`config.mk`:
```
export PLATFORM = sky130hd
export DESIGN_NAME = stable_priority_queue_top
export DESIGN_NICKNAME = d
export VERILOG_FILES = /design/src/design/spq_pkg.sv /design/src/design/stable_priority_queue_top.sv
export VERILOG_INCLUDE_DIRS = /design/src /design/src/design
export SDC_FILE = /design/constraint.sdc
export NUM_CORES = 1
export LEC_CHECK = 0
export CORE_UTILIZATION = 52
export CTS_CLUSTER_DIAMETER = 40
export DETAILED_ROUTE_END_ITERATION = 7
export DONT_BUFFER_PORTS = 1
export GPL_TIMING_DRIVEN = 0
export PLACE_DENSITY_LB_ADDON = 0.08
export SKIP_CTS_REPAIR_TIMING = 1
export SLEW_MARGIN = 15
export SYNTH_ARGS = -nofsm -noshare
export SYNTH_HDL_FRONTEND = slang
export SYNTH_SLANG_ARGS = --single-unit
```
`constraint.sdc`:
```
create_clock -name aclk -period 3.7 [get_ports aclk]
set_input_delay 0.555 -clock aclk [delete_from_list [all_inputs] [get_ports aclk]]
set_output_delay 0.555 -clock aclk [all_outputs]
set_load 0.05 [all_outputs]
```
`src/design/assert_macros.svh`:
```
// assertion macros shared by the queue rtl
// no dependencies; included by files that carry concurrent checks
`ifndef ASSERT_MACROS_SVH
`define ASSERT_MACROS_SVH

// implication or plain property, checked on the rising clock, off during reset
`define SPQ_ASSERT(lbl, clk, rst_n, prop, msg) \
    lbl: assert property (@(posedge clk) disable iff (!rst_n) prop) else $error(msg);

// expression that must never be true
`define SPQ_ASSERT_NEVER(lbl, clk, rst_n, expr, msg) \
    lbl: assert property (@(posedge clk) disable iff (!rst_n) !(expr)) else $error(msg);

`endif

```
`src/design/spq_pkg.sv`:
```
// types and constants of the sorted-list priority queue
// no dependencies; imported by stable_priority_queue_top
package spq_pkg;

    localparam int unsigned ID_W            = 16;
    localparam int unsigned PRI_W           = 4;
    localparam int unsigned OCC_W           = 5;
    localparam int unsigned PRIORITY_LEVELS = 16;
    localparam int unsigned PRI_MAX         = PRIORITY_LEVELS - 1;

    localparam int unsigned S_TDATA_W = 24;
    localparam int unsigned M_TDATA_W = 32;

    localparam logic REQ_INSERT = 1'b0;
    localparam logic REQ_POP    = 1'b1;

    typedef enum logic [1:0] {
        STATUS_OK    = 2'd0,
        STATUS_EMPTY = 2'd1,
        STATUS_FULL  = 2'd2
    } status_t;

    typedef struct packed {
        logic [ID_W-1:0]  id;
        logic [PRI_W-1:0] pri;
    } entry_t;

    typedef enum logic [4:0] {
        S_IDLE      = 5'b00001,
        S_POP_RD    = 5'b00010,
        S_INS_CMP   = 5'b00100,
        S_INS_PLACE = 5'b01000,
        S_RESULT    = 5'b10000
    } state_t;

endpackage

```
`src/design/stable_priority_queue_top.sv`:
```
// sorted-list priority queue, single module with slot memory and walk sequencer
// depends on spq_pkg and assert_macros.svh
`include "assert_macros.svh"

// Bounded priority queue of up to QUEUE_DEPTH entries (identifier, priority), kept
// sorted from high to low priority in a circular slot memory; equal priorities leave
// in arrival order. Each request on the slave stream gives exactly one result transfer
// on the master stream. A pop reads the head slot before its result; a pop on an
// empty queue and an insert into a full or an empty queue go straight to the result;
// other inserts first walk past each stored entry of lower priority, moving it one
// slot toward the tail. The insert walk runs from the tail through one priority
// compare per cycle against the registered read port of the slot memory; pops only
// advance the head pointer. A finished result waits in the output register, and the
// next request is taken while it waits; only a further result stalls until the master
// side takes the first. Priorities at or above PRIORITY_LEVELS saturate to its top
// level. Slots are not cleared at reset and need no clearing pass, since only held
// entries are ever used.
module stable_priority_queue_top #(
    parameter int unsigned QUEUE_DEPTH = 16
) (
    input  logic                            aclk,
    input  logic                            aresetn,
    // request stream
    input  logic                            s_tvalid,
    output logic                            s_tready,
    input  logic [spq_pkg::S_TDATA_W-1:0]   s_tdata,   // entry_id, entry_priority, zero pad
    input  logic [0:0]                      s_tuser,   // req_type
    // result stream
    output logic                            m_tvalid,
    input  logic                            m_tready,
    output logic [spq_pkg::M_TDATA_W-1:0]   m_tdata    // status, popped_valid, popped_id,
                                                       // popped_priority, occupancy, zero pad
);
    import spq_pkg::*;

    localparam int unsigned AW = (QUEUE_DEPTH > 1) ? $clog2(QUEUE_DEPTH) : 1;
    localparam int unsigned CW = $clog2(QUEUE_DEPTH + 1);

    // slot memory and its registered read port
    entry_t slot_reg [QUEUE_DEPTH];
    entry_t rd_data_reg;

    state_t          state_reg, state_next;
    logic [CW-1:0]   count_reg, count_next;
    logic [AW-1:0]   head_reg, head_next;
    logic [CW-1:0]   k_reg, k_next;         // walk position, offset from head
    entry_t          new_entry_reg, new_entry_next;

    // pending result
    status_t         res_status_reg, res_status_next;
    logic            res_valid_reg, res_valid_next;
    entry_t          res_entry_reg, res_entry_next;

    logic                  m_tvalid_reg, m_tvalid_next;
    logic [M_TDATA_W-1:0]  m_tdata_reg, m_tdata_next;

    logic [CW-1:0]   rd_off, wr_off;
    logic [AW-1:0]   rd_addr, wr_addr;
    logic            wr_en;
    entry_t          wr_data;
    entry_t          in_entry;
    logic [PRI_W-1:0] in_pri;
    logic            keep_place;            // stored entry stays ahead of the new one

    // offset from head to physical slot, wrapped once at depth
    function automatic logic [AW-1:0] slot_addr(input logic [AW-1:0] base,
                                                input logic [CW-1:0] off);
        logic [CW:0] sum;
        sum = (CW+1)'(base) + (CW+1)'(off);
        if (sum >= (CW+1)'(QUEUE_DEPTH)) begin
            sum = sum - (CW+1)'(QUEUE_DEPTH);
        end
        return AW'(sum);
    endfunction

    // saturate the incoming priority to the supported levels
    always_comb begin
        in_pri = s_tdata[ID_W +: PRI_W];
        if (32'(in_pri) > PRI_MAX) begin
            in_pri = PRI_W'(PRI_MAX);
        end
        in_entry.id  = s_tdata[ID_W-1:0];
        in_entry.pri = in_pri;
    end

    assign keep_place = (rd_data_reg.pri >= new_entry_reg.pri);
    assign rd_addr    = slot_addr(head_reg, rd_off);
    assign wr_addr    = slot_addr(head_reg, wr_off);

    assign s_tready = (state_reg == S_IDLE);
    assign m_tvalid = m_tvalid_reg;
    assign m_tdata  = m_tdata_reg;

    always_comb begin
        state_next      = state_reg;
        count_next      = count_reg;
        head_next       = head_reg;
        k_next          = k_reg;
        new_entry_next  = new_entry_reg;
        res_status_next = res_status_reg;
        res_valid_next  = res_valid_reg;
        res_entry_next  = res_entry_reg;
        m_tvalid_next   = m_tvalid_reg;
        m_tdata_next    = m_tdata_reg;
        rd_off          = '0;
        wr_off          = '0;
        wr_en           = 1'b0;
        wr_data         = in_entry;

        // master side took the waiting result
        if (m_tvalid_reg && m_tready) begin
            m_tvalid_next = 1'b0;
        end

        unique case (state_reg)
            S_IDLE: begin
                // read the head for a pop, the tail for an insert
                rd_off = (s_tuser[0] == REQ_POP) ? '0 : count_reg - CW'(1);
                if (s_tvalid) begin
                    res_status_next = STATUS_OK;
                    res_valid_next  = 1'b0;
                    res_entry_next  = '0;
                    new_entry_next  = in_entry;
                    k_next          = count_reg;
                    if (s_tuser[0] == REQ_POP) begin
                        if (count_reg == '0) begin
                            res_status_next = STATUS_EMPTY;
                            state_next      = S_RESULT;
                        end else begin
                            state_next = S_POP_RD;
                        end
                    end else if (count_reg == CW'(QUEUE_DEPTH)) begin
                        res_status_next = STATUS_FULL;
                        state_next      = S_RESULT;
                    end else if (count_reg == '0) begin
                        wr_en      = 1'b1;
                        wr_off     = '0;
                        wr_data    = in_entry;
                        count_next = CW'(1);
                        state_next = S_RESULT;
                    end else begin
                        state_next = S_INS_CMP;
                    end
                end
            end
            S_POP_RD: begin
                res_valid_next = 1'b1;
                res_entry_next = rd_data_reg;
                head_next      = slot_addr(head_reg, CW'(1));
                count_next     = count_reg - CW'(1);
                state_next     = S_RESULT;
            end
            S_INS_CMP: begin
                // slot k-1 is in the read register; fetch k-2 for the next step
                rd_off = k_reg - CW'(2);
                wr_en  = 1'b1;
                wr_off = k_reg;
                if (keep_place) begin
                    wr_data    = new_entry_reg;
                    count_next = count_reg + CW'(1);
                    state_next = S_RESULT;
                end else begin
                    wr_data = rd_data_reg;
                    k_next  = k_reg - CW'(1);
                    if (k_reg == CW'(1)) begin
                        state_next = S_INS_PLACE;
                    end
                end
            end
            S_INS_PLACE: begin
                // new entry goes to the head slot
                wr_en      = 1'b1;
                wr_off     = k_reg;
                wr_data    = new_entry_reg;
                count_next = count_reg + CW'(1);
                state_next = S_RESULT;
            end
            S_RESULT: begin
                if (!m_tvalid_reg || m_tready) begin
                    m_tvalid_next = 1'b1;
                    m_tdata_next  = M_TDATA_W'({OCC_W'(count_reg), res_entry_reg.pri,
                                                res_entry_reg.id, res_valid_reg,
                                                res_status_reg});
                    state_next    = S_IDLE;
                end
            end
            default: begin
                state_next = S_IDLE;
            end
        endcase
    end

    // slot memory, one write and one registered read a cycle
    always_ff @(posedge aclk) begin
        if (wr_en) begin
            slot_reg[wr_addr] <= wr_data;
        end
        rd_data_reg <= slot_reg[rd_addr];
    end

    always_ff @(posedge aclk) begin
        if (!aresetn) begin
            state_reg    <= S_IDLE;
            count_reg    <= '0;
            head_reg     <= '0;
            m_tvalid_reg <= 1'b0;
        end else begin
            state_reg    <= state_next;
            count_reg    <= count_next;
            head_reg     <= head_next;
            m_tvalid_reg <= m_tvalid_next;
        end
    end

    // payload registers
    always_ff @(posedge aclk) begin
        k_reg          <= k_next;
        new_entry_reg  <= new_entry_next;
        res_status_reg <= res_status_next;
        res_valid_reg  <= res_valid_next;
        res_entry_reg  <= res_entry_next;
        m_tdata_reg    <= m_tdata_next;
    end

    // checks
    `SPQ_ASSERT_NEVER(a_count_bound, aclk, aresetn, 32'(count_reg) > QUEUE_DEPTH, "count above depth")
    `SPQ_ASSERT_NEVER(a_walk_pos, aclk, aresetn, (state_reg == S_INS_CMP) && (k_reg == '0), "walk at head in compare")
    `SPQ_ASSERT(a_full_keeps, aclk, aresetn, (s_tvalid && s_tready && (s_tuser[0] == REQ_INSERT) && (count_reg == CW'(QUEUE_DEPTH))) |=> ((count_reg == $past(count_reg)) && (state_reg == S_RESULT)), "full insert changed queue")
    `SPQ_ASSERT(a_pop_head, aclk, aresetn, (state_reg == S_POP_RD) |=> (count_reg == $past(count_reg) - CW'(1)), "pop did not remove one entry")

endmodule
```
==> summary.md <==
| Metric | Value |
|---|---|
| Outcome | finished, final reports clean |
| Reg2Reg Depth | 11 |
| Leading cell type in the layout, fill and taps excluded | edfxtp_1 |
| Total gr overflow | 0 |
| Design Area, Final | 0.02011 sq mm |
| Number of synthesized flops with an enable pin | 396 |
| Slowest CP cell | fa_2 |
| Internal | 11.20 mW |
| Synth Register Bits | 431 |
| Vias in the first global route | 8,930 |
| Worst Path Max Fanout | 10 |
| Cell variety after synth | 57 |
| Core Region | 0.03262 sq mm |
| Final Core Density | 0.6166 |
| Chip width | 184.5 um |
| Top_reg_cell synth | edfxtp_1 |
| Worst Skew | 0.01420 ns |
| Top post-synthesis cells by area | edfxtp_1 69%, mux4_2 10%, dfxtp_1 4.0% |
| Syn_area_per_cell | 18.25 sq um |
| First-pass GRT wire length | 54.00 mm |
| Sequential-to-total area share from yosys stat | 0.7271 |
| Maxcap violations | 0 |
| Final worst-path cycle share | 0.9623 |
| CTS tree | yes |
| Critical Path AT | 4.01 ns |
| Worst Hold Endpoint | new_entry_reg[7] |
| Clock Latency Late Sink | 0.60 ns |
| I/O pin count | 63 |
| Routed len/inst | 23.96 um |
| Slowest stage delay, CP | 0.56 ns |
| Post-synth top area share | 0.6866 |
| GPL Wtd Cong | 0.8304 |
| Period minus WS final | 3.561 ns |
| Clock power frac | 0.332 |
| Gate Count Post-Synth | 949 |
| Post-Place Cell Area | 0.01812 sq mm |
| Switching Share | 0.3161 |
| FF-to-FF setup slack | 0.14 ns |
| Final Max Slew Viols | 0 |
| Leak | 6.762 nW |
| CP required | 4.15 ns |
| Worst r2r dst | rd_data_reg[18] |
| Max FFs per register | 320 |
| Final hold slack | 0.05607 ns |
| Mapped Area | 0.01732 sq mm |
| Vias per inst | 5.885 |
| Yosys top cell by area | edfxtp_1 |
| Drt drc | 0 |
| Via count | 8,816 |
| Slew headroom | 0.2427 |
| Crit start category | flop |
| Endpoints failing hold | 0 |
| CTS Sinks | 431 |
| CTS root buffer | clkbuf_16 |
| Power consumption | 16.38 mW |
| Area added between synthesis and finish | 16.12% |
| Kind of critical path | reg2reg |
| WL final | 35.90 mm |
| Unrepaired setup endpoints after global routing | false |
| I/O Buffers | 0 |
| Final ANT Viol Nets | 0 |
| DRT iter0 DRCs | 651 |
| Most frequent cells in the layout | 396 x edfxtp_1, 80 x mux4_2, 62 x nand2_1, 57 x mux2i_1, 55 x clkbuf_16 |
| Share of post-route cells with drive strength above 1 | 0.2512 |
| Hold Crit Depth | 0 |
| Worst slew pin tran | 1.131 ns |
| CTS Buffer Depth | 3 |
| Worst setup EP type | flop |
| Post-DP HPWL | 23.04 mm |
| Clock transition at the registers of the reported paths | 0.06 ns |
| Synth async-reset ratio | 0 |
| Sequential Power Share | 0.397 |
| Critical path's most frequent cell | mux2i_1 |
| Overall Global Routing Usage | 0.2191 |
| Power per cell area | 814.6 mW/mm^2 |
| Reg2Reg Launch Point | state_reg[2] |
| Cell Count, Final, Fillers Out | 1,498 |
| Largest net degree at the start of global routing | 23 |
| Warnings from Yosys | 0 |
| Setup violators final | 0 |
| Drt first pass iters | 6 |
| # placed instances | 1,396 |
| Comb power frac | 0.271 |
| Total CTS buffers | 54 |
| Switching power | 5.178 mW |
| Final #Nets | 1,058 |
| H-tree depth | 2 |
| Initial antenna violation count | 0 |
| Row cnt | 66 |
| Maximum VDD drop | 389.2 uV |
| Die extent in y | 184.5 um |
| Worst-path cell chain | buf_2 -> nor3_2 -> nand3b_2 -> or2_2 -> o22ai_1 -> ha_2 -> fa_2 -> clkbuf_4 -> mux4_2 -> mux2i_1 -> mux2i_1 |
| Hold Crit Class | in2reg |
| Die area | 0.03404 sq mm |
| Starting density of the core | 0.5310 |
| Max Clock Freq | 0.2809 GHz |
| Hold path startpoint | s_tdata[3] |
power by group through the flow:
stage / Sequential [mW] / Combinational (mW) / Clock [mW]
floorplan: 6.48 / 3.10 / 0
global placement: 6.60 / 4.23 / 0
detailed placement: 6.61 / 4.37 / 0
CTS: 6.51 / 4.39 / 5.52
global route: 6.56 / 4.81 / 5.70
finish: 6.51 / 4.44 / 5.43
metal layers:
metal	part of all wire	vias up	track usage
met5	0	-	0
met1	0.45	4556	0.3090
met2	0.46	275	0.3422
met4	0.022	0	0.07133
li1	-	3926	-
met3	0.061	59	0.04564
worst max-delay path, delay by kind of cell (launching register included):
| kind | cells | cell delay [ns] |
|---|---|---|
| AO/OA/AOI/OAI | 1 | 0.18 |
| adder cells (fa/ha/maj) | 2 | 0.79 |
| buffers and inverters | 2 | 0.47 |
| flip-flops | 1 | 0.32 |
| multiplexers | 3 | 0.83 |
| AND/OR/NAND/NOR | 3 | 0.81 |
layout make-up:
type | instances | area, sq um
multi-input combinational | 450 | 4708
clock inverter | 45 | 514.2
fill | 2372 | 12510
antenna | 1 | 2.502
inverter | 17 | 63.81
timing repair buffer | 2 | 22.52
clock buffer | 57 | 1384
buffer | 53 | 271.5
sequential | 431 | 12590
tap | 442 | 553.0
per-stage QoR:
stage               TNS, ns  setup slack, ns
floorplan                 0           0.3666
global placement    -272.73          -0.9625
detailed placement   -10.75          -0.6439
CTS                  -11.25          -0.6408
global route              0          0.03155
finish                    0           0.1395
cell families (layout without fill, tap and decap cells):
logic type	Yosys count	after routing	synth area share
AOI/OAI and AO/OA	115	115	0.04696
xor gates and xnor gates	18	18	0.01076
adders and majority gates	20	20	0.01532
buffers and inverters	72	174	0.01828
DFF	431	431	0.7271
muxes	141	141	0.1393
other	1	5	0.0002165
and+or+nand+nor	151	152	0.04212
worst max path at each step:
| stage | start | end | cells after the start |
|---|---|---|---|
| after floorplan | state_reg[3] | slot_reg[6][0] | 10 |
| after global placement | state_reg[1] | slot_reg[2][14] | 10 |
| after detailed placement | state_reg[3] | rd_data_reg[17] | 12 |
| after CTS | state_reg[3] | rd_data_reg[17] | 12 |
| after global routing | state_reg[2] | rd_data_reg[18] | 11 |
| final | state_reg[2] | rd_data_reg[18] | 11 |
cell usage after synthesis, drive strengths merged (2+ instances only):
library cell / number
fa: 2
buf: 22
xor2: 6
mux2i: 61
clkbuf: 33
a221oi: 2
mux4: 80
edfxtp: 396
and2: 21
nor3: 9
nor2b: 2
inv: 16
o22a: 23
a311oi: 3
o211ai: 6
xnor2: 10
nand3: 3
nor2: 36
a21oi: 16
a211oi: 2
a32o: 2
ha: 18
dfxtp: 35
or3: 3
o22ai: 23
or2: 2
and3: 2
nand2b: 3
nand3b: 3
a21o: 2
a31oi: 23
o21ai: 8
nand2: 62
No activity file was read; power rests on OpenSTA's default activity.
